[config.mk]
export PLATFORM = sky130hd
export DESIGN_NAME = dna_base_unpacker_flat
export DESIGN_NICKNAME = d
export VERILOG_FILES = /design/src/hw/rtl/dbu_pkg.sv /design/src/hw/rtl/dbu_if.sv /design/src/hw/rtl/dna_base_unpacker.sv /design/src/hw/rtl/dbu_front.sv /design/src/hw/rtl/dbu_queue.sv /design/src/hw/rtl/dbu_back.sv /design/src/flat_wrapper.sv
export SDC_FILE = /design/constraint.sdc
export NUM_CORES = 1
export LEC_CHECK = 0
export BUFFER_PORTS_ARGS = -buffer_cell sky130_fd_sc_hd__buf_2
export CAP_MARGIN = 20
export CORE_ASPECT_RATIO = 2
export CORE_UTILIZATION = 50
export DETAILED_ROUTE_END_ITERATION = 6
export GPL_ROUTABILITY_DRIVEN = 0
export PLACE_DENSITY = 0.67
export SYNTH_ARGS = -nofsm -noshare
export SYNTH_HDL_FRONTEND = slang
export SYNTH_HIERARCHICAL = 1
export SYNTH_SLANG_ARGS = --single-unit
[constraint.sdc]
create_clock -name clock -period 9.35 [get_ports clock]
set_input_delay 1.87 -clock clock [delete_from_list [all_inputs] [get_ports clock]]
set_output_delay 1.87 -clock clock [all_outputs]
set_load 0.01 [all_outputs]
[src/hw/rtl/dbu_pkg.sv]
// Shared types, register indexes and base tables for the DNA base unpacker.
`default_nettype none

package dbu_pkg;

   // Configuration register indexes.
   localparam logic CSR_TOTAL_BASES  = 1'b0;
   localparam logic CSR_TERNARY_MODE = 1'b1;

   localparam int unsigned CSR_DATA_W = 32;
   localparam logic [7:0]  ESC_THRESHOLD = 8'd243;

   // Multiply-shift pair that gives floor(v / 3) for any v below 512.
   localparam logic [7:0] DIV3_MUL   = 8'd171;
   localparam int unsigned DIV3_SHIFT = 9;

   localparam logic [7:0] CHAR_A = 8'h41;
   localparam logic [7:0] CHAR_C = 8'h43;
   localparam logic [7:0] CHAR_G = 8'h47;
   localparam logic [7:0] CHAR_T = 8'h54;

   typedef enum logic [1:0] {
      STATUS_OK        = 2'd0,
      STATUS_TRUNC_ESC = 2'd1,
      STATUS_MISMATCH  = 2'd2
   } status_type;

   typedef enum logic {
      KIND_QUAD = 1'b0,
      KIND_TRI  = 1'b1
   } kind_type;

   // One classified byte: the work the back end has to carry out.
   typedef struct packed {
      kind_type   kind;
      logic [9:0] data;       // packed codes, lowest base in the low bits
      logic [2:0] n_items;    // result words to send, 1 to 5
      logic       has_bases;  // zero for a status-only word
      status_type status;     // placed on the final word only
   } desc_type;

   // Maps a 2-bit code to its ASCII base for either packing.
   function automatic logic [7:0] base_char_of(kind_type kind, logic [1:0] code);
      logic [7:0] ch;
      ch = CHAR_A;
      if (kind == KIND_QUAD) begin
         unique case (code)
            2'd0: ch = CHAR_A;
            2'd1: ch = CHAR_G;
            2'd2: ch = CHAR_C;
            2'd3: ch = CHAR_T;
            default: ch = CHAR_A;
         endcase
      end else begin
         unique case (code)
            2'd0: ch = CHAR_A;
            2'd1: ch = CHAR_G;
            2'd2: ch = CHAR_T;
            default: ch = CHAR_A;
         endcase
      end
      return ch;
   endfunction

endpackage

`default_nettype wire

[src/hw/rtl/dbu_if.sv]
// Valid/ready channel interfaces for packed bytes in and decoded bases out.
`default_nettype none

interface dbu_req_if;
   logic       valid;
   logic       ready;
   logic [7:0] byte_value;
   logic       end_of_stream;

   modport source (output valid, output byte_value, output end_of_stream, input ready);
   modport sink   (input valid, input byte_value, input end_of_stream, output ready);
endinterface

interface dbu_rsp_if;
   logic       valid;
   logic       ready;
   logic [7:0] base_char;
   logic       base_valid;
   logic       last_of_item;
   logic [1:0] status;

   modport source (output valid, output base_char, output base_valid,
                   output last_of_item, output status, input ready);
   modport sink   (input valid, input base_char, input base_valid,
                   input last_of_item, input status, output ready);
endinterface

`default_nettype wire

[src/hw/rtl/dna_base_unpacker.sv]
// Top level of the DNA base unpacker: registers, front end, queue and back end.
// A byte taken in moves through a queue slot and the back-end work register to the
// output register. Throughput: one result word per cycle while the receiver is
// ready, zero to five words per byte; the single output register sets that rate.
// Reset is synchronous and active high; it clears the base count, escape state,
// queue and output valid, and sets both configuration registers to zero.
`default_nettype none

module dna_base_unpacker
   import dbu_pkg::*;
#(
   parameter int unsigned QUEUE_DEPTH = 2
)(
   input  wire logic                  clock,
   input  wire logic                  reset,
   dbu_req_if.sink                    req_ch,
   dbu_rsp_if.source                  rsp_ch,
   input  wire logic                  csr_wr_en,
   input  wire logic                  csr_index,
   input  wire logic [CSR_DATA_W-1:0] csr_wdata
);

   // Configuration registers. They are to be written only while the block is idle; the block does not enforce it.
   logic [31:0] total_bases_ff;
   logic        ternary_mode_ff;

   always_ff @(posedge clock) begin
      if (reset) begin
         total_bases_ff  <= 32'd0;
         ternary_mode_ff <= 1'b0;
      end else if (csr_wr_en) begin
         unique case (csr_index)
            CSR_TOTAL_BASES:  total_bases_ff  <= csr_wdata[31:0];
            CSR_TERNARY_MODE: ternary_mode_ff <= csr_wdata[0];
            default: ;
         endcase
      end
   end

   // The front end takes a byte whenever the queue has room, so it goes on taking bytes
   // while the back end drains an earlier byte, and waits only when the queue is full.
   logic     q_full, q_push, q_pop, q_head_valid;
   desc_type q_push_desc, q_head_desc;
   logic     req_accept;

   assign req_ch.ready = !q_full;
   assign req_accept   = req_ch.valid && !q_full;

   dbu_front u_front (
      .clock         (clock),
      .reset         (reset),
      .accept        (req_accept),
      .byte_value    (req_ch.byte_value),
      .end_of_stream (req_ch.end_of_stream),
      .total_bases   (total_bases_ff),
      .ternary_mode  (ternary_mode_ff),
      .push          (q_push),
      .push_desc     (q_push_desc)
   );

   // Bytes that give no result (ignored bytes and escape bytes not at the end of
   // the chunk) never enter the queue.
   dbu_queue #(
      .DEPTH (QUEUE_DEPTH)
   ) u_queue (
      .clock      (clock),
      .reset      (reset),
      .push       (q_push),
      .push_desc  (q_push_desc),
      .full       (q_full),
      .pop        (q_pop),
      .head_valid (q_head_valid),
      .head_desc  (q_head_desc)
   );

   // The back end loads the next queued byte in the same cycle that it sends the
   // final word of the current one, so words leave back to back.
   dbu_back u_back (
      .clock          (clock),
      .reset          (reset),
      .head_valid     (q_head_valid),
      .head_desc      (q_head_desc),
      .pop            (q_pop),
      .out_valid      (rsp_ch.valid),
      .out_ready      (rsp_ch.ready),
      .out_char       (rsp_ch.base_char),
      .out_base_valid (rsp_ch.base_valid),
      .out_last       (rsp_ch.last_of_item),
      .out_status     (rsp_ch.status)
   );

`ifndef ASSERT_OFF
   // A status-only word is always the final word of its byte.
   a_status_only_last: assert property (@(posedge clock) disable iff (reset)
      (rsp_ch.valid && !rsp_ch.base_valid) |-> rsp_ch.last_of_item)
      else $error("status-only word without last_of_item");

   // A nonzero status appears on the final word of a byte only.
   a_status_on_last: assert property (@(posedge clock) disable iff (reset)
      (rsp_ch.valid && (rsp_ch.status != STATUS_OK)) |-> rsp_ch.last_of_item)
      else $error("status placed before the final word of a byte");

   // A word without a base carries no character.
   a_empty_char: assert property (@(posedge clock) disable iff (reset)
      (rsp_ch.valid && !rsp_ch.base_valid) |-> (rsp_ch.base_char == 8'd0))
      else $error("status-only word carries a character");

   // Nothing leaves in the cycle after reset.
   a_reset_quiet: assert property (@(posedge clock)
      reset |=> !rsp_ch.valid)
      else $error("result valid right after reset");
`endif

endmodule

`default_nettype wire

[src/hw/rtl/dbu_front.sv]
// Front end: accepts packed bytes, tracks escapes and the base count, classifies work.
`default_nettype none

module dbu_front
   import dbu_pkg::*;
(
   input  wire logic        clock,
   input  wire logic        reset,
   input  wire logic        accept,
   input  wire logic [7:0]  byte_value,
   input  wire logic        end_of_stream,
   input  wire logic [31:0] total_bases,
   input  wire logic        ternary_mode,
   output      logic        push,
   output      desc_type    push_desc
);

   typedef enum logic [1:0] {
      ESC_NONE,
      ESC_WAIT_LOW,
      ESC_WAIT_HIGH
   } esc_phase_type;

   esc_phase_type esc_phase_ff, esc_phase_in;
   logic [7:0]    esc_low_ff, esc_low_in;
   logic [31:0]   done_ff, done_in;

   kind_type      kind;
   logic [9:0]    data;
   logic [2:0]    cand;
   logic [2:0]    n_emit;
   logic [31:0]   remaining;
   logic [31:0]   done_after;
   logic          below_total;
   status_type    status;

   always_comb begin
      esc_phase_in = esc_phase_ff;
      esc_low_in   = esc_low_ff;
      kind         = KIND_QUAD;
      data         = {2'b00, byte_value};
      cand         = 3'd0;
      below_total  = done_ff < total_bases;

      unique case (esc_phase_ff)
         ESC_WAIT_LOW: begin
            esc_low_in   = byte_value;
            esc_phase_in = ESC_WAIT_HIGH;
         end
         ESC_WAIT_HIGH: begin
            esc_phase_in = ESC_NONE;
            data         = {byte_value[1:0], esc_low_ff};
            cand         = 3'd5;
         end
         default: begin
            if (below_total) begin
               if (!ternary_mode) begin
                  cand = 3'd4;
               end else if (byte_value < ESC_THRESHOLD) begin
                  kind = KIND_TRI;
                  cand = 3'd5;
               end else begin
                  esc_phase_in = ESC_WAIT_LOW;
               end
            end
         end
      endcase

      // Bases stop as soon as the configured count is reached.
      remaining = below_total ? (total_bases - done_ff) : 32'd0;
      n_emit    = (remaining < {29'd0, cand}) ? remaining[2:0] : cand;
      done_after = done_ff + {29'd0, n_emit};

      if (!end_of_stream) begin
         status = STATUS_OK;
      end else if (esc_phase_in != ESC_NONE) begin
         status = STATUS_TRUNC_ESC;
      end else if (done_after != total_bases) begin
         status = STATUS_MISMATCH;
      end else begin
         status = STATUS_OK;
      end

      done_in = done_after;
      if (end_of_stream) begin
         done_in      = 32'd0;
         esc_phase_in = ESC_NONE;
         esc_low_in   = 8'd0;
      end

      push                = accept && ((n_emit != 3'd0) || end_of_stream);
      push_desc.kind      = kind;
      push_desc.data      = data;
      push_desc.has_bases = n_emit != 3'd0;
      push_desc.n_items   = (n_emit != 3'd0) ? n_emit : 3'd1;
      push_desc.status    = status;
   end

   always_ff @(posedge clock) begin
      if (reset) begin
         esc_phase_ff <= ESC_NONE;
         esc_low_ff   <= 8'd0;
         done_ff      <= 32'd0;
      end else if (accept) begin
         esc_phase_ff <= esc_phase_in;
         esc_low_ff   <= esc_low_in;
         done_ff      <= done_in;
      end
   end

endmodule

`default_nettype wire

[src/hw/rtl/dbu_queue.sv]
// Short first-in first-out queue of classified work between front and back.
`default_nettype none

module dbu_queue
   import dbu_pkg::*;
#(
   parameter int unsigned DEPTH = 2
)(
   input  wire logic     clock,
   input  wire logic     reset,
   input  wire logic     push,
   input  wire desc_type push_desc,
   output      logic     full,
   input  wire logic     pop,
   output      logic     head_valid,
   output      desc_type head_desc
);

   localparam int unsigned PTR_W = $clog2(DEPTH);
   localparam int unsigned CNT_W = $clog2(DEPTH + 1);
   localparam logic [PTR_W-1:0] LAST_PTR = PTR_W'(DEPTH - 1);
   localparam logic [CNT_W-1:0] FULL_CNT = CNT_W'(DEPTH);

   desc_type         slots_ff [DEPTH];
   logic [PTR_W-1:0] wr_ptr_ff, rd_ptr_ff;
   logic [CNT_W-1:0] count_ff;
   logic             do_push, do_pop;

   assign full       = count_ff == FULL_CNT;
   assign head_valid = count_ff != '0;
   assign head_desc  = slots_ff[rd_ptr_ff];
   assign do_push    = push && !full;
   assign do_pop     = pop && head_valid;

   always_ff @(posedge clock) begin
      if (do_push) begin
         slots_ff[wr_ptr_ff] <= push_desc;
      end
   end

   always_ff @(posedge clock) begin
      if (reset) begin
         wr_ptr_ff <= '0;
         rd_ptr_ff <= '0;
         count_ff  <= '0;
      end else begin
         if (do_push) begin
            wr_ptr_ff <= (wr_ptr_ff == LAST_PTR) ? '0 : wr_ptr_ff + 1'b1;
         end
         if (do_pop) begin
            rd_ptr_ff <= (rd_ptr_ff == LAST_PTR) ? '0 : rd_ptr_ff + 1'b1;
         end
         if (do_push && !do_pop) begin
            count_ff <= count_ff + 1'b1;
         end else if (do_pop && !do_push) begin
            count_ff <= count_ff - 1'b1;
         end
      end
   end

endmodule

`default_nettype wire

[src/hw/rtl/dbu_back.sv]
// Back end: turns one classified word of work into a series of result words.
`default_nettype none

module dbu_back
   import dbu_pkg::*;
(
   input  wire logic     clock,
   input  wire logic     reset,
   input  wire logic     head_valid,
   input  wire desc_type head_desc,
   output      logic     pop,
   output      logic     out_valid,
   input  wire logic     out_ready,
   output      logic [7:0] out_char,
   output      logic     out_base_valid,
   output      logic     out_last,
   output      logic [1:0] out_status
);

   logic       busy_ff;
   desc_type   work_ff;
   logic [2:0] left_ff;
   logic       out_valid_ff;
   logic [7:0] out_char_ff;
   logic       out_base_valid_ff;
   logic       out_last_ff;
   logic [1:0] out_status_ff;

   logic       can_emit, last_emit;
   logic [1:0] code;
   logic [15:0] prod;
   logic [7:0] quot;
   logic [9:0] data_next;
   logic [7:0] char_in;

   assign can_emit  = busy_ff && (!out_valid_ff || out_ready);
   assign last_emit = can_emit && (left_ff == 3'd1);
   assign pop       = head_valid && (!busy_ff || last_emit);

   always_comb begin
      // One base per step: two low bits, or a base-3 remainder via multiply-shift.
      prod = work_ff.data[7:0] * DIV3_MUL;
      quot = 8'(prod >> DIV3_SHIFT);
      if (work_ff.kind == KIND_TRI) begin
         code      = 2'(work_ff.data[7:0] - 8'(quot * 2'd3));
         data_next = {2'b00, quot};
      end else begin
         code      = work_ff.data[1:0];
         data_next = {2'b00, work_ff.data[9:2]};
      end
      char_in = work_ff.has_bases ? base_char_of(work_ff.kind, code) : 8'd0;
   end

   always_ff @(posedge clock) begin
      if (reset) begin
         busy_ff      <= 1'b0;
         out_valid_ff <= 1'b0;
      end else begin
         if (pop) begin
            busy_ff <= 1'b1;
         end else if (last_emit) begin
            busy_ff <= 1'b0;
         end
         if (can_emit) begin
            out_valid_ff <= 1'b1;
         end else if (out_ready) begin
            out_valid_ff <= 1'b0;
         end
      end
   end

   always_ff @(posedge clock) begin
      if (pop) begin
         work_ff <= head_desc;
         left_ff <= head_desc.n_items;
      end else if (can_emit) begin
         work_ff.data <= data_next;
         left_ff      <= left_ff - 3'd1;
      end
      if (can_emit) begin
         out_char_ff       <= char_in;
         out_base_valid_ff <= work_ff.has_bases;
         out_last_ff       <= left_ff == 3'd1;
         out_status_ff     <= (left_ff == 3'd1) ? work_ff.status : STATUS_OK;
      end
   end

   assign out_valid      = out_valid_ff;
   assign out_char       = out_char_ff;
   assign out_base_valid = out_base_valid_ff;
   assign out_last       = out_last_ff;
   assign out_status     = out_status_ff;

endmodule

`default_nettype wire

[src/flat_wrapper.sv]
// flat-port wrapper written by rule: the top's interface ports become plain ports
module dna_base_unpacker_flat import dbu_pkg::*;
#(
   parameter int unsigned QUEUE_DEPTH = 2
)
  (clock, reset, csr_wr_en, csr_index, csr_wdata, req_ch_valid, req_ch_byte_value, req_ch_end_of_stream, req_ch_ready, rsp_ch_valid, rsp_ch_base_char, rsp_ch_base_valid, rsp_ch_last_of_item, rsp_ch_status, rsp_ch_ready);
  dbu_req_if req_ch_i ();
  dbu_rsp_if rsp_ch_i ();
  input  wire logic clock;
  input  wire logic reset;
  input  wire logic csr_wr_en;
  input  wire logic csr_index;
  input  wire logic [CSR_DATA_W-1:0] csr_wdata;
  input wire logic [$bits(req_ch_i.valid)-1:0] req_ch_valid;
  input wire logic [$bits(req_ch_i.byte_value)-1:0] req_ch_byte_value;
  input wire logic [$bits(req_ch_i.end_of_stream)-1:0] req_ch_end_of_stream;
  output wire logic [$bits(req_ch_i.ready)-1:0] req_ch_ready;
  output wire logic [$bits(rsp_ch_i.valid)-1:0] rsp_ch_valid;
  output wire logic [$bits(rsp_ch_i.base_char)-1:0] rsp_ch_base_char;
  output wire logic [$bits(rsp_ch_i.base_valid)-1:0] rsp_ch_base_valid;
  output wire logic [$bits(rsp_ch_i.last_of_item)-1:0] rsp_ch_last_of_item;
  output wire logic [$bits(rsp_ch_i.status)-1:0] rsp_ch_status;
  input wire logic [$bits(rsp_ch_i.ready)-1:0] rsp_ch_ready;
  assign req_ch_i.valid = req_ch_valid;
  assign req_ch_i.byte_value = req_ch_byte_value;
  assign req_ch_i.end_of_stream = req_ch_end_of_stream;
  assign req_ch_ready = req_ch_i.ready;
  assign rsp_ch_valid = rsp_ch_i.valid;
  assign rsp_ch_base_char = rsp_ch_i.base_char;
  assign rsp_ch_base_valid = rsp_ch_i.base_valid;
  assign rsp_ch_last_of_item = rsp_ch_i.last_of_item;
  assign rsp_ch_status = rsp_ch_i.status;
  assign rsp_ch_i.ready = rsp_ch_ready;
  dna_base_unpacker #(.QUEUE_DEPTH(QUEUE_DEPTH)) u_core (.clock(clock), .reset(reset), .req_ch(req_ch_i), .rsp_ch(rsp_ch_i), .csr_wr_en(csr_wr_en), .csr_index(csr_index), .csr_wdata(csr_wdata));
endmodule
### Word level (Yosys, flattened, before mapping)

Memories as Yosys holds them, arrays and structs flattened. A register that Yosys moved wholly into a read port is not among the register bits.
Index checks and enable logic that the tools add are counted.

| storage, ports and cells | value |
|---|---|
| flip-flop bits (word level) | 110 |
| RAM bits | 34 |
| input bits | 47 |
| output and inout port bits | 14 |
| logic and storage cells | 116 |
| memories kept | 1 |

| operators by class | value |
|---|---|
| add/sub/neg operators | 8 |
| multiply operators | 2 |
| order comparisons | 3 |
| eq/ne operators | 8 |
| mux-type cells | 44 |
| bitwise operators | 1 |
| reduce and logical (&&, ||, !) cells | 30 |

Memory list:

| memory | depth | bits a word | read ports | clocked after memory_dff | wr ports | RTL line | text |
|---|---|---|---|---|---|---|---|
| u_core.u_queue.slots_ff | 2 | 17 | 1 | 1 | 1 | dbu_queue.sv:24 | `desc_type slots_ff [DEPTH];` |

Operators by type and width:

| cell | count |
|---|---|
| 32-bit 2-to-1 mux | 2 |
| 32-bit by 3-bit adder with 32-bit output | 1 |
| 32-bit by 3-bit < comparator with 1-bit output | 1 |
| 32-bit < comparator | 1 |
| 8-bit 2-to-1 mux | 4 |
| 32-bit != test | 1 |
| 8-bit case mux with 4 select lines | 1 |
| 32-bit subtractor | 1 |
| 10-bit 2-to-1 mux | 3 |
| 3-bit 2-to-1 mux | 7 |
| 2-bit 2-to-1 mux | 10 |
| 8-bit by 8-bit multiplier with 16-bit output, second input constant | 1 |
| 1-bit 2-to-1 mux | 14 |
| 2-bit nonzero test | 7 |
| 5-bit case mux with 2 select lines | 1 |
| 1-bit logical AND | 9 |
| 2-bit equality test, second input constant | 4 |
| 8-bit < comparator, second input constant | 1 |
| 7-bit by 2-bit multiplier with 2-bit output, second input constant | 1 |
| 3-bit case mux with 2 select lines | 1 |
| 2-bit AND reduction | 3 |
| 1-bit logical NOT | 5 |
| 2-bit by 1-bit equality test with 1-bit output, second input constant | 2 |
| 2-bit case mux with 2 select lines | 1 |
| 11 further kinds | 14 |

### Logic depth before layout (Yosys ltp)

Gate-level depths: netlist of the first run.

| logic depth | value |
|---|---|
| depth after elaboration | 15 |
| mapped depth | 33 |
| gate-level depth less buffers | 31 |

### By module

The synthesis of the first run kept the hierarchy.

Modules (own cells, without submodules):

| module | instances | cells each | area each (µm²) | seq. area each (µm²) |
|---|---|---|---|---|
| dbu_front | 1 | 749 | 5421.4 | 840.8 |
| dbu_back | 1 | 231 | 2528.7 | 820.8 |
| dna_base_unpacker | 1 | 151 | 1622.8 | 660.6 |
| dbu_queue | 1 | 78 | 1445.1 | 1121.1 |

### Worst setup path after synthesis of the first run

OpenSTA, ideal clock, no wires.

| path | value |
|---|---|
| kind | input-to-reg |
| start point | in req_ch_byte_value[1] |
| end point | mem u_core/u_queue/slots_ff[0][1] (netlist name), data pin |
| library setup time | 0.265 ns |
| arrival | 6.588 ns |
| data required time | 9.085 ns |
| setup slack | 2.497 ns |
| cell stages on the path | 25 |
| path buffers | 2 |
| cells stage by stage | a211oi_1 nor2_1 nand2_1 and3_1 nor2_1 ha_1 or4_1 nor4_1 nand4_2 or2_1 buf_6 o31ai_1 ha_1 fa_1 a21oi_1 nor3_1 nor2b_1 nor3b_2 and3_1 clkbuf_1 xor2_1 o21ai_0 nand2_1 nor4_1 nor3_1 |

RTL lines:

| element | RTL line | text |
|---|---|---|
| start, declared | flat_wrapper.sv:15 | `input wire logic [$bits(req_ch_i.byte_value)-1:0] req_ch_byte_value;` |
| end, declared | dbu_queue.sv:24 |  |

==> metrics.txt, run 1 <==
# TYPE chip_impl_metric gauge
chip_impl_metric{name="numClockSinks",unit=""} 142
chip_impl_metric{name="starting_density_of_the_core",unit=""} 0.510
chip_impl_metric{name="nFillCells",unit=""} 1978
chip_impl_metric{name="final.period_utilization",unit=""} 0.846
chip_impl_metric{name="dp_hpwl",unit="um"} 22300
chip_impl_metric{name="asyncSetResetFlopFracSynth",unit=""} 0
chip_impl_metric{name="synthesis.area",unit="sq mm"} 0.0110
chip_impl_metric{name="routed_wirelength",unit="um"} 28900
chip_impl_metric{name="seq_power_share",unit=""} 0.176
chip_impl_metric{name="yosysWarnings",unit=""} 6
chip_impl_metric{name="htreeDepth",unit=""} 4
chip_impl_metric{name="std_cell_rows",unit=""} 76
chip_impl_info{name="hold_start",value="u_core/u_back/busy_ff"} 1
chip_impl_info{name="synth_cell_count_leaders",value="a21oi_1, nor2_1, ha_1, dfxtp_1, inv_1"} 1
chip_impl_metric{name="track_usage",unit=""} 0.265
chip_impl_metric{name="cts_setup_buffers",unit=""} 0
chip_impl_metric{name="power_switching",unit="uW"} 2450
chip_impl_metric{name="final-max-slew-violation-count",unit=""} 0
chip_impl_metric{name="grt_first_pass_wirelength",unit="um"} 45200
chip_impl_metric{name="detail_route.wl_per_cell",unit="um"} 19.0
chip_impl_metric{name="post_synth_fa_ha_maj_area_fraction",unit=""} 0.128
chip_impl_metric{name="cts-resized-gates",unit=""} 0
chip_impl_metric{name="reg2reg_depth",unit=""} 27
chip_impl_metric{name="maximum_number_of_pins_on_one_net_before_global_route_repair",unit=""} 99
chip_impl_metric{name="detail_route.drc_violations",unit=""} 0
chip_impl_metric{name="netSwitchingFraction",unit=""} 0.458
chip_impl_metric{name="r2r_setup_slack",unit="ps"} 1440
chip_impl_metric{name="intPower",unit="uW"} 2900
chip_impl_metric{name="synth_compound_area_frac",unit=""} 0.176
chip_impl_metric{name="preCtsSetupSlack",unit="ps"} 1360
chip_impl_metric{name="synth-simple-area-share",unit=""} 0.210
chip_impl_metric{name="cts_buffers",unit=""} 17
chip_impl_info{name="synth_top_area_cell",value="edfxtp_1"} 1
chip_impl_metric{name="ctsHoldBuffers",unit=""} 0
chip_impl_metric{name="timing.final.setup_violations",unit=""} 0
chip_impl_metric{name="cellPowerDensity",unit="mW/mm^2"} 452
chip_impl_metric{name="max_cap_viol_count",unit=""} 0
chip_impl_metric{name="synth_largest_type_area_fraction",unit=""} 0.164
chip_impl_metric{name="timing.hold.worst_path_depth",unit=""} 2
chip_impl_metric{name="area_delta_synth_final",unit="%"} 7.42
chip_impl_info{name="synth_top_family_by_area",value="simple AND/OR/NAND/NOR gates"} 1
chip_impl_info{name="outcome",value="finished, final reports clean"} 1
chip_impl_metric{name="post_layout_nets",unit=""} 1382
chip_impl_metric{name="die-area",unit="sq mm"} 0.0227
chip_impl_metric{name="peakVddDrop",unit="mV"} 0.640
chip_impl_metric{name="grt_overflow",unit=""} 0
chip_impl_metric{name="core",unit="sq mm"} 0.0216
chip_impl_metric{name="leakage_power",unit="uW"} 0.00475
chip_impl_info{name="synth.top_cells.by_area",value="edfxtp_1, dfxtp_1, ha_1"} 1
chip_impl_metric{name="post-route-worst-setup-slack",unit="ps"} 1440
chip_impl_metric{name="cp_data_required_time",unit="ps"} 9520
chip_impl_metric{name="timing.fmax",unit="GHz"} 0.126
chip_impl_info{name="synth.most_common_cell",value="a21oi_1"} 1
chip_impl_metric{name="final-hold-violation-count",unit=""} 0
chip_impl_metric{name="first_global_vias",unit=""} 8920
chip_impl_metric{name="clockBufferDepth",unit=""} 2
chip_impl_metric{name="crit_arrival",unit="ps"} 8070
chip_impl_metric{name="ys_seq_elements",unit=""} 142
chip_impl_metric{name="seq_area_frac_synth",unit=""} 0.313
chip_impl_metric{name="post_synth_xor_area_fraction",unit=""} 0.0744
chip_impl_metric{name="port_buffers",unit=""} 57
chip_impl_metric{name="core_utilization_of_the_finished_layout",unit=""} 0.548
chip_impl_metric{name="post-layout-total-power",unit="uW"} 5350
chip_impl_info{name="rsz0062_at_grt",value="no"} 1
chip_impl_metric{name="antenna_found_initial",unit=""} 0
chip_impl_metric{name="io-pin-count",unit=""} 61
chip_impl_metric{name="vias",unit=""} 9004
chip_impl_metric{name="die-height",unit="um"} 212
chip_impl_metric{name="final_layout_size_suffix_gt1_frac",unit=""} 0.155
chip_impl_metric{name="clock_latency",unit="ps"} 440
chip_impl_info{name="worst_min_delay_path_category",value="flop to flop"} 1
chip_impl_metric{name="floorplan.die.width",unit="um"} 107
chip_impl_info{name="hold_end",value="u_core/u_back/out_valid"} 1
chip_impl_metric{name="setup-tns-final",unit="ps"} 0
chip_impl_metric{name="drt-vias-per-instance",unit=""} 5.94
chip_impl_info{name="reg2reg_to",value="u_core/u_queue/slots_ff[1][1]"} 1
chip_impl_metric{name="synth_area_per_cell",unit="sq um"} 9.11
chip_impl_metric{name="tightestPinTransition",unit="ps"} 928
chip_impl_metric{name="clock_power_frac",unit=""} 0.115
chip_impl_metric{name="synthesis.instances",unit=""} 1209
chip_impl_metric{name="antenna_cells_inserted",unit=""} 0
chip_impl_metric{name="synth_enable_flop_cells",unit=""} 60
chip_impl_metric{name="synth.area.mux_share",unit=""} 0.0340
chip_impl_metric{name="drt-pass1-iter-count",unit=""} 5
chip_impl_metric{name="finalClockSkew",unit="ps"} 11.6
chip_impl_metric{name="post-route-min-period",unit="ps"} 7910
chip_impl_metric{name="timing.slew.headroom",unit=""} 0.381
chip_impl_metric{name="path_clk_slew",unit="ps"} 60
chip_impl_metric{name="combPwrFrac",unit=""} 0.709
chip_impl_metric{name="dr.first_iter.drc_count",unit=""} 478
chip_impl_info{name="tritoncts",value="built"} 1
chip_impl_metric{name="cp_max_fanout",unit=""} 8
chip_impl_metric{name="route.antenna.remaining_nets",unit=""} 0
chip_impl_info{name="critical_path.reg2reg.startpoint",value="u_core/u_front/done_ff[7]"} 1
chip_impl_info{name="startpoint_type",value="flop"} 1
chip_impl_info{name="cts_root_buffer",value="clkbuf_16"} 1
chip_impl_info{name="crit_end_category",value="flop"} 1
chip_impl_metric{name="synth.lib_cells_used.distinct",unit=""} 90
chip_impl_info{name="criticalPathCategory",value="flop to flop"} 1
chip_impl_info{name="synth-main-ff-cell",value="dfxtp_1"} 1
[worst max-delay path by stage]
stage	to	cells past startpoint	slack, ps	from
6_report	u_core/u_queue/slots_ff[1][1]	27	1440	u_core/u_front/done_ff[7]
2_1_floorplan	u_core/u_queue/slots_ff[0][1]	25	2500	req_ch_byte_value[1]
5_1_grt	u_core/u_queue/slots_ff[1][1]	27	950	u_core/u_front/done_ff[3]
3_3_place_gp	u_core/u_queue/slots_ff[0][1]	23	1440	req_ch_byte_value[1]
4_1_cts	u_core/u_queue/slots_ff[1][1]	29	1540	u_core/total_bases_ff[0]
3_5_place_dp	u_core/u_queue/slots_ff[1][1]	23	1360	req_ch_byte_value[1]
[placed cells by master, fill, tap and decap left out, types with 33 or more instances in the layout]
cell type  count
nand2b_1      42
ha_1          90
o21ai_0       48
buf_2         56
a21oi_1       92
o21ai_2       33
xnor2_1       67
nand2_1       74
inv_1         79
nor2_1        91
dfxtp_1       82
edfxtp_1      60
[metrics by stage]
step	instance area, sq um	cells	hold WS [ps]
floorplan	11000	1211	428
global placement	11300	1484	452
detailed placement	11300	1485	455
CTS	11800	1517	465
global route	11800	1517	489
finish	11800	1517	461
[critical path: stages (launching register included)]
cell and delay (ps):
dfxtp_1 470, inv_1 140, ha_1 410, nand2_1 160, a211o_1 280, a21o_1 280
a21boi_4 200, nor2_1 70, nor2_1 330, and3_1 250, nor2_1 50, ha_1 210
or4_1 530, nor4_1 250, nand4_2 200, or2_1 390, nor2_1 310, ha_1 280
a21o_1 150, a21oi_1 680, nor2_1 280, nand4_1 240, xnor2_1 130, nand4_1 120
nor4_1 530, nand4_1 180, nor4_1 400, nor3_1 110
[sequential cells by signal, summed over array words and instances, names as in the netlist, named ones only]
signal,flops
u_core/u_back/work_ff,14
u_core/ternary_mode_ff,1
u_core/u_queue/wr_ptr_ff,1
u_core/u_back/out_valid,1
u_core/u_back/busy_ff,1
u_core/u_front/esc_low_ff,8
u_core/u_queue/count_ff,2
u_core/u_front/esc_phase_ff,2
u_core/u_back/out_base_valid,1
u_core/u_back/left_ff,3
u_core/u_queue/slots_ff,34
u_core/total_bases_ff,32
u_core/u_back/out_char,5
u_core/u_back/out_status,2
u_core/u_front/done_ff,32
u_core/u_back/out_last,1
u_core/u_queue/rd_ptr_ff,1
[power by group through the flow]
| stage | clock, uW | combinational (uW) | sequential [uW] |
|---|---|---|---|
| after global placement | 0 | 3700 | 950 |
| after CTS | 630 | 3820 | 941 |
| after floorplan | 0 | 3090 | 914 |
| after detailed placement | 0 | 3790 | 954 |
| after global routing | 653 | 4260 | 955 |
| final | 615 | 3800 | 940 |
[logic make-up (layout without fill, tap and decap cells)]
family | Yosys count | after routing
simple gates | 404 | 404
compound gates | 289 | 289
buf+inv | 144 | 177
flops | 142 | 142
fa+ha+maj | 104 | 104
xor+xnor | 92 | 92
mux | 33 | 33
other cells | 1 | 3
[area by class of cell]
cell class / count / area [sq um] / area share
tap: 273 / 342 / 0.0289
inverter: 81 / 304 / 0.0257
sequential: 142 / 3440 / 0.291
timing repair buffer: 64 / 344 / 0.0291
multi-input combinational: 925 / 6870 / 0.580
clock inverter: 13 / 91.3 / 0.00772
clock buffer: 19 / 443 / 0.0374
[layer usage]
metal	vias up	track usage	wire length [um]
met2	228	0.514	16000
met3	118	0.0403	787
met1	4283	0.240	10200
met4	0	0.194	1930
met5	-	0	0
li1	4375	-	-
No activity file was read; power rests on OpenSTA's default activity.
==> inputs of run 2 (changes only) <==
--- a/config.mk
+++ b/config.mk
@@ -5,13 +5,14 @@
 export SDC_FILE = /design/constraint.sdc
 export NUM_CORES = 1
 export LEC_CHECK = 0
+export ABC_AREA = 1
 export BUFFER_PORTS_ARGS = -buffer_cell sky130_fd_sc_hd__buf_2
 export CAP_MARGIN = 20
 export CORE_ASPECT_RATIO = 2
 export CORE_UTILIZATION = 50
 export DETAILED_ROUTE_END_ITERATION = 6
 export GPL_ROUTABILITY_DRIVEN = 0
-export PLACE_DENSITY = 0.67
+export PLACE_DENSITY = 0.7
 export SYNTH_ARGS = -nofsm -noshare
 export SYNTH_HDL_FRONTEND = slang
 export SYNTH_HIERARCHICAL = 1
==> constraint.sdc (replaced) <==
create_clock -name clock -period 7.07 [get_ports clock]
set_input_delay 1.414 -clock clock [delete_from_list [all_inputs] [get_ports clock]]
set_output_delay 1.414 -clock clock [all_outputs]
set_load 0.01 [all_outputs]
==> run 2 against run 1 <==
  * Routed wire length up 19%
  * Maximum frequency up 37%
  * Register-to-register slack worse by 160 ps
  * Synthesized cell count up 44%
  * Highest routed layer unchanged
==> metrics.txt, run 2 <==
# TYPE chip_impl_metric gauge
chip_impl_metric{name="ys_seq_elements",unit=""} 142
chip_impl_metric{name="final.period_utilization",unit=""} 0.818
chip_impl_metric{name="antenna_cells_inserted",unit=""} 0
chip_impl_info{name="reg2reg_to",value="u_core/u_queue/slots_ff[1][1]"} 1
chip_impl_metric{name="cp_max_fanout",unit=""} 4
chip_impl_metric{name="grt_first_pass_wirelength",unit="um"} 53400
chip_impl_metric{name="std_cell_rows",unit=""} 79
chip_impl_info{name="synth.most_common_cell",value="nand2_1"} 1
chip_impl_metric{name="seq_area_frac_synth",unit=""} 0.291
chip_impl_metric{name="timing.hold.worst_path_depth",unit=""} 2
chip_impl_metric{name="drt-vias-per-instance",unit=""} 5.28
chip_impl_info{name="synth.top_cells.by_area",value="nand2_1, edfxtp_1, dfxtp_1"} 1
chip_impl_metric{name="route.antenna.remaining_nets",unit=""} 0
chip_impl_info{name="rsz0062_at_grt",value="no"} 1
chip_impl_metric{name="cts_setup_buffers",unit=""} 0
chip_impl_info{name="synth-main-ff-cell",value="dfxtp_1"} 1
chip_impl_metric{name="io-pin-count",unit=""} 61
chip_impl_metric{name="tightestPinTransition",unit="ps"} 1000
chip_impl_metric{name="leakage_power",unit="uW"} 0.00656
chip_impl_info{name="synth_cell_count_leaders",value="nand2_1, inv_1, nor2_1, nand3_1, ha_1"} 1
chip_impl_metric{name="detail_route.wl_per_cell",unit="um"} 16.5
chip_impl_metric{name="numClockSinks",unit=""} 142
chip_impl_metric{name="flip_flop_count_of_the_largest_register_all_copies_and_words_added",unit=""} 34
chip_impl_metric{name="htreeDepth",unit=""} 4
chip_impl_info{name="tritoncts",value="built"} 1
chip_impl_info{name="hold_start",value="u_core/u_front/esc_low_ff[1]"} 1
chip_impl_metric{name="setup-tns-final",unit="ps"} 0
chip_impl_metric{name="max_stage_delay",unit="ps"} 410
chip_impl_metric{name="final-max-slew-violation-count",unit=""} 0
chip_impl_metric{name="r2r_setup_slack",unit="ps"} 1280
chip_impl_metric{name="maximum_number_of_pins_on_one_net_before_global_route_repair",unit=""} 48
chip_impl_metric{name="floorplan.die.width",unit="um"} 111
chip_impl_metric{name="finalClockSkew",unit="ps"} 23.2
chip_impl_metric{name="timing.fmax",unit="GHz"} 0.173
chip_impl_metric{name="post-route-worst-setup-slack",unit="ps"} 1280
chip_impl_metric{name="timing.slew.headroom",unit=""} 0.331
chip_impl_metric{name="cts-resized-gates",unit=""} 0
chip_impl_metric{name="synthesis.area",unit="sq mm"} 0.0118
chip_impl_metric{name="grt_overflow",unit=""} 0
chip_impl_metric{name="cts_buffers",unit=""} 17
chip_impl_metric{name="antenna_found_initial",unit=""} 0
chip_impl_info{name="worst_min_delay_path_category",value="flop to flop"} 1
chip_impl_metric{name="first_global_vias",unit=""} 11042
chip_impl_info{name="outcome",value="finished, final reports clean"} 1
chip_impl_metric{name="timing.final.setup_violations",unit=""} 0
chip_impl_metric{name="die-area",unit="sq mm"} 0.0243
chip_impl_metric{name="path_clk_slew",unit="ps"} 70
chip_impl_metric{name="asyncSetResetFlopFracSynth",unit=""} 0
chip_impl_info{name="criticalPathCategory",value="flop to flop"} 1
chip_impl_metric{name="synthesis.instances",unit=""} 1737
chip_impl_info{name="layout.cells.most_common_list",value="nand2_1, inv_1, nor2_1"} 1
chip_impl_info{name="crit_end_category",value="flop"} 1
chip_impl_metric{name="dp_hpwl",unit="um"} 27700
chip_impl_info{name="crit_path_frequent_cell",value="nand2_1"} 1
chip_impl_metric{name="detail_route.drc_violations",unit=""} 0
chip_impl_metric{name="track_usage",unit=""} 0.289
chip_impl_metric{name="yosysWarnings",unit=""} 6
chip_impl_metric{name="post-route-min-period",unit="ps"} 5790
chip_impl_info{name="hold_end",value="u_core/u_front/esc_low_ff[1]"} 1
chip_impl_metric{name="dr.first_iter.drc_count",unit=""} 567
chip_impl_metric{name="area_delta_synth_final",unit="%"} 9.04
chip_impl_info{name="synth_top_area_cell",value="nand2_1"} 1
chip_impl_info{name="final_common_cell",value="nand2_1"} 1
chip_impl_metric{name="crit_arrival",unit="ps"} 5990
chip_impl_metric{name="starting_density_of_the_core",unit=""} 0.509
chip_impl_metric{name="post_layout_nets",unit=""} 1936
chip_impl_metric{name="cp_data_required_time",unit="ps"} 7270
chip_impl_info{name="critical_path.reg2reg.startpoint",value="u_core/total_bases_ff[0]"} 1
chip_impl_metric{name="synth.lib_cells_used.distinct",unit=""} 50
chip_impl_info{name="startpoint_type",value="flop"} 1
chip_impl_metric{name="timing.critical_path.buf_inv",unit=""} 7
chip_impl_metric{name="post_layout_nonfiller_instances",unit=""} 2081
chip_impl_metric{name="synth_enable_flop_cells",unit=""} 60
chip_impl_metric{name="clock_latency",unit="ps"} 440
chip_impl_metric{name="routed_wirelength",unit="um"} 34300
chip_impl_metric{name="port_buffers",unit=""} 57
chip_impl_metric{name="final-hold-violation-count",unit=""} 0
chip_impl_metric{name="drt-pass1-iter-count",unit=""} 6
chip_impl_metric{name="reg2reg_depth",unit=""} 45
chip_impl_metric{name="preCtsSetupSlack",unit="ps"} 1340
chip_impl_info{name="timing.critical_path.max_delay_family",value="simple AND/OR/NAND/NOR gates"} 1
chip_impl_metric{name="core_utilization_of_the_finished_layout",unit=""} 0.555
chip_impl_metric{name="core",unit="sq mm"} 0.0232
chip_impl_info{name="top_register",value="u_core/u_queue/slots_ff"} 1
chip_impl_metric{name="peakVddDrop",unit="mV"} 1.75
chip_impl_metric{name="dp.cells",unit=""} 2047
chip_impl_metric{name="cellPowerDensity",unit="mW/mm^2"} 578
chip_impl_metric{name="synth_largest_type_area_fraction",unit=""} 0.163
chip_impl_metric{name="max_cap_viol_count",unit=""} 0
chip_impl_metric{name="vias",unit=""} 10991
chip_impl_metric{name="clockBufferDepth",unit=""} 2
chip_impl_info{name="crit_slowest_cell",value="dfxtp_1"} 1
chip_impl_info{name="largest_registers",value="u_core/u_queue/slots_ff (34), u_core/total_bases_ff (32), u_core/u_front/done_ff (32)"} 1
chip_impl_metric{name="synth_area_per_cell",unit="sq um"} 6.80
chip_impl_metric{name="final_layout_size_suffix_gt1_frac",unit=""} 0.126
chip_impl_metric{name="die-height",unit="um"} 219
chip_impl_info{name="cts_root_buffer",value="clkbuf_16"} 1
chip_impl_metric{name="ctsHoldBuffers",unit=""} 0
==> run 2: report_power, final <==
part / switching [uW] / internal, uW
combinational: 3360 / 1960
clock: 412 / 477
sequential: 148 / 1090
total: 3920 / 3530
==> run 2: logic make-up after synthesis <==
logic type	synth area share
AO/OA/AOI/OAI	0.0546
adder cells (fa/ha/maj)	0.119
XOR/XNOR	0.0393
AND/OR/NAND/NOR	0.355
multiplexers	0.0194
buffers and inverters	0.121
other	0.000317
flip-flops	0.291
==> run 2: per-layer routing <==
| metal | global-route usage | wire length [um] |
|---|---|---|
| met5 | 0 | 0 |
| met1 | 0.222 | 10400 |
| met2 | 0.582 | 19000 |
| met3 | 0.0420 | 1170 |
| met4 | 0.295 | 3660 |
==> run 2: worst max-delay path by stage <==
stage	startpoint	endpoint	slack, ps	cells after the start
after global routing	u_core/total_bases_ff[0]	u_core/u_queue/slots_ff[1][1]	670	45
final	u_core/total_bases_ff[0]	u_core/u_queue/slots_ff[1][1]	1280	45
after detailed placement	req_ch_byte_value[7]	u_core/u_queue/slots_ff[0][1]	1340	35
after CTS	u_core/total_bases_ff[0]	u_core/u_queue/slots_ff[0][1]	1340	45
after floorplan	u_core/u_back/work_ff[7]	u_core/u_back/out_char[2]	1870	24
after global placement	req_ch_byte_value[7]	u_core/u_queue/slots_ff[0][1]	1360	35
==> run 2: layout make-up <==
cell class | count | area, sq um
tap | 283 | 354
fill | 2315 | 10300
clock inverter | 15 | 168
multi-input combinational | 1241 | 6950
clock buffer | 17 | 425
timing repair buffer | 64 | 350
inverter | 319 | 1200
sequential | 142 | 3440
==> run 2: metrics by stage <==
| stage | total power [uW] | hold WS (ps) | cell area, sq um |
|---|---|---|---|
| finish | 7450 | 472 | 12900 |
| global route | 8180 | 487 | 12900 |
| CTS | 7470 | 466 | 12900 |
| detailed placement | 6550 | 456 | 12300 |
| global placement | 6350 | 453 | 12300 |
| floorplan | 5350 | 445 | 11800 |
==> run 2: tightest hold or removal path, delay by kind of cell (launching register included) <==
kind,cells,cell delay [ps]
flops,1,310
compound gates,1,60
simple gates,1,60
==> inputs of run 3 (changes only) <==
--- a/config.mk
+++ b/config.mk
@@ -12,7 +12,7 @@
 export CORE_UTILIZATION = 50
 export DETAILED_ROUTE_END_ITERATION = 6
 export GPL_ROUTABILITY_DRIVEN = 0
-export PLACE_DENSITY = 0.7
+export PLACE_DENSITY = 0.67
 export SYNTH_ARGS = -nofsm -noshare
 export SYNTH_HDL_FRONTEND = slang
 export SYNTH_HIERARCHICAL = 1
==> constraint.sdc (replaced) <==
create_clock -name clock -period 5.7 [get_ports clock]
set_input_delay 1.14 -clock clock [delete_from_list [all_inputs] [get_ports clock]]
set_output_delay 1.14 -clock clock [all_outputs]
set_load 0.01 [all_outputs]
==> run 3 against run 2 <==
  * Total power rose by 27%
  * Clock power rose by 26%
  * Routed wire length grew 7.2%
  * Count of clock-buffer cells in the layout is 3 higher
  * Critical endpoint is now u_core/u_back/out_char[2]
  * Die area unchanged
  * Critical path depth shrank 21
  * Critical path type unchanged
  * Highest routed layer unchanged
==> metrics.txt, run 3 (same netlist as run 2, synthesis figures left out) <==
# TYPE chip_impl_metric gauge
chip_impl_info{name="outcome",value="finished, final reports clean"} 1
chip_impl_metric{name="antenna_found_initial",unit=""} 0
chip_impl_metric{name="final-hold-violation-count",unit=""} 0
chip_impl_metric{name="dp_hpwl",unit="um"} 28700
chip_impl_metric{name="floorplan.die.width",unit="um"} 111
chip_impl_metric{name="reg2reg_depth",unit=""} 24
chip_impl_metric{name="crit_arrival",unit="ps"} 5660
chip_impl_metric{name="numClockSinks",unit=""} 142
chip_impl_metric{name="dr.first_iter.drc_count",unit=""} 604
chip_impl_info{name="cts_root_buffer",value="clkbuf_16"} 1
chip_impl_metric{name="antenna_cells_inserted",unit=""} 0
chip_impl_metric{name="nFillCells",unit=""} 2249
chip_impl_metric{name="path_clk_slew",unit="ps"} 60
chip_impl_metric{name="drt-pass1-iter-count",unit=""} 5
chip_impl_metric{name="cts_buffers",unit=""} 17
chip_impl_info{name="worst_min_delay_path_category",value="flop to flop"} 1
chip_impl_metric{name="post_layout_nonfiller_instances",unit=""} 2122
chip_impl_metric{name="area_delta_synth_final",unit="%"} 14.1
chip_impl_metric{name="ctsHoldBuffers",unit=""} 0
chip_impl_metric{name="preCtsSetupSlack",unit="ps"} 91.8
chip_impl_metric{name="grt_overflow",unit=""} 0
chip_impl_metric{name="cp_data_required_time",unit="ps"} 5980
chip_impl_metric{name="maximum_number_of_pins_on_one_net_before_global_route_repair",unit=""} 48
chip_impl_metric{name="cp_max_fanout",unit=""} 4
chip_impl_metric{name="die-area",unit="sq mm"} 0.0243
chip_impl_metric{name="area.sequential",unit="sq mm"} 0.00346
chip_impl_metric{name="final-max-slew-violation-count",unit=""} 0
chip_impl_metric{name="starting_density_of_the_core",unit=""} 0.509
chip_impl_metric{name="detail_route.drc_violations",unit=""} 0
chip_impl_metric{name="routed_wirelength",unit="um"} 36800
chip_impl_metric{name="peakVddDrop",unit="mV"} 1.48
chip_impl_metric{name="flip_flop_count_of_the_largest_register_all_copies_and_words_added",unit=""} 34
chip_impl_info{name="tritoncts",value="built"} 1
chip_impl_metric{name="cellPowerDensity",unit="mW/mm^2"} 702
chip_impl_info{name="largest_registers",value="u_core/u_queue/slots_ff (34), u_core/total_bases_ff (32), u_core/u_front/done_ff (32)"} 1
chip_impl_metric{name="timing.final.setup_violations",unit=""} 0
chip_impl_metric{name="track_usage",unit=""} 0.313
chip_impl_metric{name="first_global_vias",unit=""} 11313
chip_impl_metric{name="detail_route.wl_per_cell",unit="um"} 17.3
chip_impl_metric{name="die-height",unit="um"} 219
chip_impl_metric{name="timing.hold.worst_path_depth",unit=""} 2
chip_impl_info{name="startpoint_type",value="flop"} 1
chip_impl_metric{name="core_utilization_of_the_finished_layout",unit=""} 0.581
chip_impl_metric{name="fin_worst_hold_slack",unit="ps"} 469
chip_impl_metric{name="max_cap_viol_count",unit=""} 0
chip_impl_metric{name="htreeDepth",unit=""} 4
chip_impl_metric{name="vias",unit=""} 11257
chip_impl_metric{name="final.period_utilization",unit=""} 0.944
chip_impl_metric{name="drt-vias-per-instance",unit=""} 5.30
chip_impl_info{name="final_common_cell",value="nand2_1"} 1
chip_impl_metric{name="clock_latency",unit="ps"} 430
chip_impl_metric{name="core",unit="sq mm"} 0.0232
chip_impl_metric{name="leakage_power",unit="uW"} 0.00675
chip_impl_metric{name="tightestPinTransition",unit="ps"} 1050
chip_impl_metric{name="io-pin-count",unit=""} 61
chip_impl_metric{name="clockBufferDepth",unit=""} 2
chip_impl_metric{name="finalClockSkew",unit="ps"} 7.75
chip_impl_metric{name="grt_first_pass_wirelength",unit="um"} 56900
chip_impl_info{name="top_register",value="u_core/u_queue/slots_ff"} 1
chip_impl_info{name="criticalPathCategory",value="flop to flop"} 1
chip_impl_metric{name="dp.cells",unit=""} 2069
chip_impl_metric{name="timing.slew.headroom",unit=""} 0.301
chip_impl_metric{name="port_buffers",unit=""} 57
chip_impl_metric{name="r2r_setup_slack",unit="ps"} 320
chip_impl_metric{name="final_layout_size_suffix_gt1_frac",unit=""} 0.170
chip_impl_metric{name="post-route-min-period",unit="ps"} 5380
chip_impl_metric{name="multi_input_comb_area",unit="sq mm"} 0.00724
chip_impl_metric{name="std_cell_rows",unit=""} 79
chip_impl_info{name="crit_end_category",value="flop"} 1
chip_impl_info{name="layout.cells.most_common_list",value="nand2_1, inv_1, nor2_1"} 1
chip_impl_metric{name="timing.fmax",unit="GHz"} 0.186
chip_impl_metric{name="post_layout_nets",unit=""} 1977
chip_impl_metric{name="post-route-worst-setup-slack",unit="ps"} 318
chip_impl_metric{name="route.antenna.remaining_nets",unit=""} 0
-- run 3: worst paths after layout --
| check | to | start |
|---|---|---|
| worst max-delay path | u_core/u_back/out_char[2] | u_core/u_back/work_ff[9] |
| worst max register to register | u_core/u_back/out_char[2] | u_core/u_back/work_ff[9] |
| worst min-delay path | u_core/u_front/esc_low_ff[7] | u_core/u_front/esc_low_ff[7] |
| worst min register to register | u_core/u_front/esc_low_ff[7] | u_core/u_front/esc_low_ff[7] |
-- run 3: critical path, cell delays in order (launching register included) --
cell,delay (ps)
edfxtp_1,480
ha_4,260
fa_1,530
fa_1,450
fa_1,510
ha_1,360
nand2_2,120
inv_2,60
a21oi_4,190
nand2_2,90
nand2_4,80
nand2_4,50
ha_1,280
inv_1,40
ha_1,170
nor2_1,120
xor2_1,210
inv_1,70
nand3_2,90
nand4_1,110
nand2_2,130
inv_2,60
ha_1,300
or2_2,290
a21boi_1,150
-- run 3: area by class of cell --
| cell class | instances | area share |
|---|---|---|
| clock buffer | 20 | 0.0340 |
| clock inverter | 12 | 0.00974 |
| inverter | 319 | 0.0889 |
| multi-input combinational | 1241 | 0.537 |
| sequential | 142 | 0.256 |
| tap | 283 | 0.0263 |
| timing repair buffer | 105 | 0.0481 |
-- run 3: power breakdown --
group,total (uW),internal [uW],switching (uW),leakage (uW)
clock,1120,672,447,0.000289
sequential,1530,1360,177,0.00124
combinational,6810,2530,4290,0.00522
total,9470,4560,4910,0.00675
-- run 3: per-layer routing --
metal	up-vias	global-route usage	part of all wire
li1	5589	-	-
met2	352	0.609	0.54
met1	5102	0.244	0.30
met5	-	0	0
met3	214	0.0547	0.037
met4	0	0.335	0.12
-- run 3: what timing repair did --
item | CTS | global route
endpoints found under the setup margin | 0 | 6
setup buffers | 0 | 20
resized for setup | 0 | 69
-- run 3: through the flow --
step | instance area [sq um] | TNS [ps] | total power (uW)
after detailed placement | 12400 | 0 | 8140
final | 13500 | 0 | 9470
after CTS | 13000 | 0 | 9300
after floorplan | 11800 | 0 | 6640
after global routing | 13500 | -136 | 10400
after global placement | 12400 | 0 | 7970
